===== config.mk =====
export PLATFORM = sky130hd
export DESIGN_NAME = rgb_threshold_bit_packer
export DESIGN_NICKNAME = d
export VERILOG_FILES = /design/src/hw/rtl/rtbp_pkg.sv /design/src/hw/rtl/rtbp_luma_bit.sv /design/src/hw/rtl/rgb_threshold_bit_packer.sv
export SDC_FILE = /design/constraint.sdc
export NUM_CORES = 1
export LEC_CHECK = 0
export BUFFER_PORTS_ARGS = -buffer_cell sky130_fd_sc_hd__buf_2
export CAP_MARGIN = 25
export CORE_ASPECT_RATIO = 1.75
export CORE_MARGIN = 1
export CORE_UTILIZATION = 55
export DETAILED_ROUTE_END_ITERATION = 12
export PLACE_DENSITY = 0.81
export REMOVE_ABC_BUFFERS = 1
export SYNTH_ARGS = -nofsm -noshare
export SYNTH_HDL_FRONTEND = slang
export SYNTH_SLANG_ARGS = --single-unit

===== constraint.sdc =====
create_clock -name clk -period 7.1 [get_ports clk]
set_clock_uncertainty 0.15 [all_clocks]
set_input_delay 1.42 -clock clk [delete_from_list [all_inputs] [get_ports clk]]
set_output_delay 1.42 -clock clk [all_outputs]
set_load 0.01 [all_outputs]

===== src/hw/rtl/rtbp_pkg.sv =====
// ----------------------------------------------------------------------------
// rtbp_pkg
// Types and constants shared by the RGB threshold bit packer.
// ----------------------------------------------------------------------------
package rtbp_pkg;

  localparam int CHAN_W      = 8;
  localparam int LUMA_W      = 8;
  localparam int PROD_W      = 16;   // 255 * 256 still fits
  localparam int PIX_CNT_W   = 24;
  localparam int CFG_DATA_W  = 24;
  localparam int CFG_IDX_W   = 2;

  // BT.601 luma weights, scaled by 256
  localparam logic [7:0] COEF_R = 8'd77;
  localparam logic [7:0] COEF_G = 8'd150;
  localparam logic [7:0] COEF_B = 8'd29;

  localparam logic [LUMA_W-1:0]    THRESH_RESET = 8'd128;
  localparam logic [PIX_CNT_W-1:0] FRAME_RESET  = 24'd8;

  typedef enum logic [CFG_IDX_W-1:0] {
    REG_LUMA_THRESHOLD = 2'd0,
    REG_FRAME_PIXELS   = 2'd1
  } cfg_reg_t;

  typedef struct packed {
    logic [CHAN_W-1:0] red;
    logic [CHAN_W-1:0] green;
    logic [CHAN_W-1:0] blue;
  } pixel_t;

  typedef struct packed {
    logic [7:0] packed_byte;
    logic       frame_last;
  } result_t;

endpackage


===== src/hw/rtl/rtbp_luma_bit.sv =====
// ----------------------------------------------------------------------------
// rtbp_luma_bit
// Luma from one RGB pixel and its compare against the threshold.
// ----------------------------------------------------------------------------
module rtbp_luma_bit (
  input  rtbp_pkg::pixel_t                 pix,
  input  logic [rtbp_pkg::LUMA_W-1:0]      thresh,
  output logic                             bit_out
);

  logic [rtbp_pkg::PROD_W-1:0] prod_r_w;
  logic [rtbp_pkg::PROD_W-1:0] prod_g_w;
  logic [rtbp_pkg::PROD_W-1:0] prod_b_w;
  logic [rtbp_pkg::PROD_W-1:0] luma_sum;

  assign prod_r_w = {8'd0, pix.red}   * {8'd0, rtbp_pkg::COEF_R};
  assign prod_g_w = {8'd0, pix.green} * {8'd0, rtbp_pkg::COEF_G};
  assign prod_b_w = {8'd0, pix.blue}  * {8'd0, rtbp_pkg::COEF_B};
  assign luma_sum = prod_r_w + prod_g_w + prod_b_w;

  // luma is the high byte of the weighted sum
  assign bit_out = (luma_sum[rtbp_pkg::PROD_W-1 -: rtbp_pkg::LUMA_W] >= thresh);

endmodule


===== src/hw/rtl/rgb_threshold_bit_packer.sv =====
// ----------------------------------------------------------------------------
// rgb_threshold_bit_packer
// Threshold RGB pixels on luma and pack the bits MSB first into bytes.
// ----------------------------------------------------------------------------
// Usage:
//   Input beats (in_valid/in_stall/in_data) carry one RGB pixel each. Output
//   beats (out_valid/out_stall/out_data) carry one packed byte: the first
//   pixel of the byte sits in bit seven. A byte leaves after every eighth
//   pixel, and a short byte, zero in its low bits, closes the frame once
//   frame_pixels pixels have come in; frame_last marks it.
//   The input register loads at the input beat and the luma/compare/pack
//   logic feeds the output register from it, so each byte passes through
//   the input register and then the output register. Throughput is one
//   pixel per clock, set by the single input register feeding the output
//   register, while no held output byte stalls the input.
//   A held output byte stalls the input only when the pixel in the input
//   register would produce another byte; pixels that make no byte keep
//   flowing.
//   Reset: threshold 128, frame size 8, pixel counter and partial byte zero,
//   both pipeline registers empty. frame_pixels of zero means 2^24 pixels.
//   Write configuration only while no pixel is in flight.
// ----------------------------------------------------------------------------
module rgb_threshold_bit_packer (
  input  logic                                clk,
  input  logic                                rst_n,
  input  logic                                in_valid,
  output logic                                in_stall,
  input  rtbp_pkg::pixel_t                    in_data,
  output logic                                out_valid,
  input  logic                                out_stall,
  output rtbp_pkg::result_t                   out_data,
  input  logic                                cfg_wr_en,
  input  logic [rtbp_pkg::CFG_IDX_W-1:0]      cfg_index,
  input  logic [rtbp_pkg::CFG_DATA_W-1:0]     cfg_wdata
);

  logic [rtbp_pkg::LUMA_W-1:0]    thresh_r;
  logic [rtbp_pkg::PIX_CNT_W-1:0] frame_r;
  logic [rtbp_pkg::PIX_CNT_W-1:0] pix_idx_r,   pix_idx_nxt;
  logic [7:0]                     partial_r,   partial_nxt;
  logic                           s1_valid_r,  s1_valid_nxt;
  rtbp_pkg::pixel_t               s1_pix_r;
  logic                           out_valid_r, out_valid_nxt;
  rtbp_pkg::result_t              out_data_r;

  logic                           pix_bit;
  logic [2:0]                     bit_pos;
  logic [rtbp_pkg::PIX_CNT_W:0]   count;
  logic [rtbp_pkg::PIX_CNT_W:0]   limit;
  logic                           frame_end;
  logic                           emit;
  logic                           s1_go;
  logic                           in_fire;
  logic [7:0]                     byte_bits;

  // configuration registers
  always_ff @(posedge clk) begin
    if (!rst_n) begin
      thresh_r <= rtbp_pkg::THRESH_RESET;
      frame_r  <= rtbp_pkg::FRAME_RESET;
    end else if (cfg_wr_en) begin
      case (cfg_index)
        rtbp_pkg::REG_LUMA_THRESHOLD: thresh_r <= cfg_wdata[rtbp_pkg::LUMA_W-1:0];
        rtbp_pkg::REG_FRAME_PIXELS:   frame_r  <= cfg_wdata;
        default: ;
      endcase
    end
  end

  rtbp_luma_bit u_luma_bit (
    .pix     (s1_pix_r),
    .thresh  (thresh_r),
    .bit_out (pix_bit)
  );

  assign bit_pos   = pix_idx_r[2:0];
  assign count     = {1'b0, pix_idx_r} + 25'd1;
  assign limit     = {(frame_r == '0), frame_r};
  assign frame_end = (count >= limit);
  assign emit      = (bit_pos == 3'd7) || frame_end;
  assign byte_bits = partial_r | ({7'd0, pix_bit} << (3'd7 - bit_pos));

  // advance the input register unless its byte has nowhere to go
  assign s1_go    = s1_valid_r && (!emit || !out_valid_r || !out_stall);
  assign in_stall = s1_valid_r && !s1_go;
  assign in_fire  = in_valid && !in_stall;

  always_comb begin
    s1_valid_nxt  = s1_valid_r;
    pix_idx_nxt   = pix_idx_r;
    partial_nxt   = partial_r;
    out_valid_nxt = out_valid_r;
    if (out_valid_r && !out_stall) begin
      out_valid_nxt = 1'b0;
    end
    if (s1_go) begin
      s1_valid_nxt = 1'b0;
      if (emit) begin
        out_valid_nxt = 1'b1;
        partial_nxt   = '0;
        pix_idx_nxt   = frame_end ? '0 : count[rtbp_pkg::PIX_CNT_W-1:0];
      end else begin
        partial_nxt   = byte_bits;
        pix_idx_nxt   = count[rtbp_pkg::PIX_CNT_W-1:0];
      end
    end
    if (in_fire) begin
      s1_valid_nxt = 1'b1;
    end
  end

  always_ff @(posedge clk) begin
    if (!rst_n) begin
      s1_valid_r  <= 1'b0;
      out_valid_r <= 1'b0;
      pix_idx_r   <= '0;
      partial_r   <= '0;
    end else begin
      s1_valid_r  <= s1_valid_nxt;
      out_valid_r <= out_valid_nxt;
      pix_idx_r   <= pix_idx_nxt;
      partial_r   <= partial_nxt;
    end
  end

  // payload registers
  always_ff @(posedge clk) begin
    if (in_fire) begin
      s1_pix_r <= in_data;
    end
    if (s1_go && emit) begin
      out_data_r.packed_byte <= byte_bits;
      out_data_r.frame_last  <= frame_end;
    end
  end

  assign out_valid = out_valid_r;
  assign out_data  = out_data_r;

`ifndef ASSERT_OFF
  // a byte boundary always starts with an empty partial byte
  a_boundary_clear: assert property (@(posedge clk) disable iff (!rst_n)
    (pix_idx_r[2:0] == 3'd0) |-> (partial_r == 8'd0))
    else $error("partial byte not empty at byte boundary");

  // closing a frame restarts the pixel counter
  a_frame_restart: assert property (@(posedge clk) disable iff (!rst_n)
    (s1_go && frame_end) |=> (pix_idx_r == '0))
    else $error("pixel counter did not restart after frame end");

  // the input only stalls behind a held pixel
  a_stall_cause: assert property (@(posedge clk) disable iff (!rst_n)
    in_stall |-> (s1_valid_r && emit && out_valid_r && out_stall))
    else $error("input stalled without a blocked byte");
`endif

endmodule


==> summary.txt <==
Hold path
  • Hold Crit Start: frame_r[15]
  • HP Class: flip-flop to flip-flop
  • Worst hold path depth: 2
  • Hold Crit Endpoint: frame_r[15]

Synth
  • #FFs+latches synth: 99
  • Compound-Gate Fraction of Synth Area: 12.22%
  • Largest family of logic cells by synthesized area: adder cells
  • Synthesized area: 0.007761 sq mm
  • Ys Warns: 0
  • Sequential-to-total area share from yosys stat: 29.79%
  • Adder-Cell Fraction of Synth Area: 33.37%
  • Avg Inst Size Synth: 9.546 sq um
  • Syn Inst Count: 813
  • Number of enable flip-flop cells after synthesis: 33
  • Primary FF master, synth: dfxtp_1
  • Synth Area in Simple Gates: 12.64%
  • Xor and xnor area share after synthesis: 4.175%
  • Fraction of synthesized area in multiplexers: 0.2579%
  • Async SR Flop Fraction: 0%
  • Cell variety after synth: 54

Placed design
  • Dpl cell area: 0.008456 sq mm
  • Port Buffers: 65
  • Dpl hpwl: 13750 um
  • Routability cong.: 0.9005

Global route
  • Vias in the first global route: 6502
  • Total congestion overflow: 0
  • Largest net degree at the start of global routing: 26
  • Initial antenna violation count: 0
  • Overall fraction of global-route tracks in use: 26.23%
  • First-pass GRT wire length: 29850 um

Worst setup path
  • WS Path Type: flip-flop to flip-flop
  • Crit-path max FO: 3
  • Cell mode on critical path: ha_1
  • FF-to-FF path depth: 28
  • Highest-delay cell along the critical path: fa_1
  • R2r endpoint: partial_r[2]
  • Critical Path AT: 7.28 ns
  • Crit-path max cell delay: 0.54 ns
  • Reg2Reg Launch Point: s1_pix_r[11]
  • CP endpoint kind: flip-flop
  • Reg-to-reg slack, setup: -0.09 ns
  • Crit path required time: 7.19 ns
  • Crit start category: flip-flop

Clock network
  • Clock-pin slew on the worst setup and hold paths: 0.07 ns
  • Cts bufs inserted: 9
  • H-tree depth: 3
  • Clk Latency, worst-skew pair: 0.34 ns
  • Longest Clk Path Bufs: 2
  • Root buffer cell: clkbuf_16
  • CTS Hold Buffers Added: 0
  • Clk sinks: 99
  • CTS tree: built

Finish
  • Filler instances: 1051
  • Multi-input logic area: 0.005263 sq mm
  • Post-route cell area: 0.009210 sq mm
  • Layout cell share with drive strength beyond 1: 20.50%
  • Flip-flop and latch area: 0.002312 sq mm
  • Antenna fix cells: 0
  • Final core utilization: 66.57%
  • Final nets: 1137
  • Layout area overhead: 18.67%

Timing
  • RSZ-0062 raised after global routing: yes
  • Setup TNS: -0.5070 ns
  • Worst Max-Slew Pin Slew: 0.9394 ns
  • Fmax: 139.0 MHz
  • Tcrit/Tclk final: 101.3%
  • Hold Vio Cnt, Final: 0
  • Tmin final: 7.193 ns
  • Final worst setup slack: -0.09301 ns
  • Relative slew slack: 37.37%
  • Final setup fails: 12
  • Final-report max-slew violation count: 0

Status
  • Failing checks: setup timing
  • Status: finished, violations left

Route
  • # DRC: 0
  • Post-Route WL: 18630 um
  • 1st-iter DRT viols: 245
  • Antenna Violating Nets Remaining: 0
  • Initial DRT Pass Iterations: 4
  • Wire length per cell: 17.11 um
  • Vias per cell: 5.660
  • Via count: 6164

Floorplan
  • Core Box Area: 0.01384 sq mm
  • Starting density of the core: 56.10%
  • Full die area: 0.01461 sq mm
  • I/O pin count: 66
  • Die Y: 159.1 um
  • Site Rows: 57
  • Die width: 91.80 um

Run
  • Max Cap Viol: 0
-- cells by family after synthesis --
logic type,Yosys count
AND/OR/NAND/NOR,205
adder cells (fa/ha/maj),174
buffers and inverters,151
AO/OA/AOI/OAI,145
flip-flops,99
XOR/XNOR,37
multiplexers,2
-- worst max-delay path by stage --
stage,slack [ns],cells past startpoint,startpoint,endpoint
3_5_place_dp,-0.50,27,s1_pix_r[12],partial_r[3]
4_1_cts,0.01,28,s1_pix_r[14],out_data[1]
5_1_grt,-0.37,28,s1_pix_r[11],partial_r[2]
3_3_place_gp,-0.36,26,s1_pix_r[12],out_data[8]
2_1_floorplan,-0.17,26,s1_pix_r[12],out_data[2]
6_report,-0.09,28,s1_pix_r[11],partial_r[2]
-- metal layers --
metal	GRT usage, %	wire (um)
met1	24.34	6252
met2	51.95	10590
met3	4.059	509
met4	15.41	1279
met5	0	0
-- Yosys cell counts, types with 5 or more instances --
| library cell | instances | area (sq um) |
|---|---|---|
| ha_1 | 119 | 1489 |
| nor2_1 | 38 | 142.6 |
| edfxtp_1 | 33 | 991.0 |
| and3_1 | 9 | 56.30 |
| a31oi_1 | 14 | 87.58 |
| dfxtp_1 | 66 | 1321 |
| nand3_1 | 16 | 80.08 |
| inv_1 | 133 | 499.2 |
| clkbuf_1 | 12 | 45.04 |
| nor3_1 | 12 | 60.06 |
| o21a_1 | 5 | 37.54 |
| nand4_1 | 9 | 56.30 |
| xor2_1 | 10 | 87.58 |
| nand2_1 | 77 | 289.0 |
| o21bai_1 | 6 | 45.04 |
| fa_1 | 55 | 1101 |
| xnor2_1 | 27 | 236.5 |
| nand2b_1 | 7 | 43.79 |
| a21oi_1 | 50 | 250.2 |
| or2_2 | 6 | 37.54 |
| and2_1 | 7 | 43.79 |
| a21o_1 | 16 | 120.1 |
| a22o_1 | 10 | 87.58 |
| o21ai_0 | 14 | 70.07 |
| nor4_1 | 6 | 37.54 |
-- stage by stage --
stage / worst slack, ns / instances / hold slack (ns)
2_1_floorplan: -0.1721 / 796 / 0.2812
3_3_place_gp: -0.3641 / 1064 / 0.2864
3_5_place_dp: -0.5023 / 1065 / 0.2997
4_1_cts: 0.01387 / 1087 / 0.3150
5_1_grt: -0.3706 / 1089 / 0.3426
6_report: -0.09301 / 1089 / 0.3218
-- state kept, by name (all words and copies together), names as in the netlist --
| signal | flops |
|---|---|
| pix_idx_r | 24 |
| thresh_r | 8 |
| frame_r | 24 |
| out_valid | 1 |
| partial_r | 8 |
| out_data | 9 |
| s1_pix_r | 24 |
| s1_valid_r | 1 |
-- critical path, delay by kind of cell (launching register included) --
| family | cells | cell delay, ns |
|---|---|---|
| simple gates | 5 | 0.58 |
| xor+xnor | 1 | 0.13 |
| flops | 1 | 0.39 |
| buf+inv | 3 | 0.28 |
| fa+ha+maj | 10 | 3.70 |
| compound gates | 9 | 1.85 |
-- cell type report --
type / count / share of cell area [%]
Multi-Input combinational cell: 563 / 57.14
Sequential cell: 99 / 25.11
Clock inverter: 5 / 0.6928
Timing Repair Buffer: 101 / 6.684
Inverter: 134 / 5.488
Tap cell: 177 / 2.405
Clock buffer: 10 / 2.486
-- repair_timing --
action,4_1_cts,5_1_grt
gates resized for setup,28,50
setup endpoints to repair,16,16
buffers inserted,7,3
hold endpoints to repair,0,0
pin swaps,33,44
-- placed cells by master (no fill, tap or decap), drive strengths merged, types with 17 or more instances in the layout --
master and n:
nand3 17, o21ai 17, edfxtp 33, dfxtp 66, nand2 77, buf 101
fa 55, xnor2 27, nor2 39, ha 119, a21oi 50, inv 134
Power is left out: the tool's default activity adds up to more than one toggle a clock period on the data nets, which glitch-free logic cannot reach.
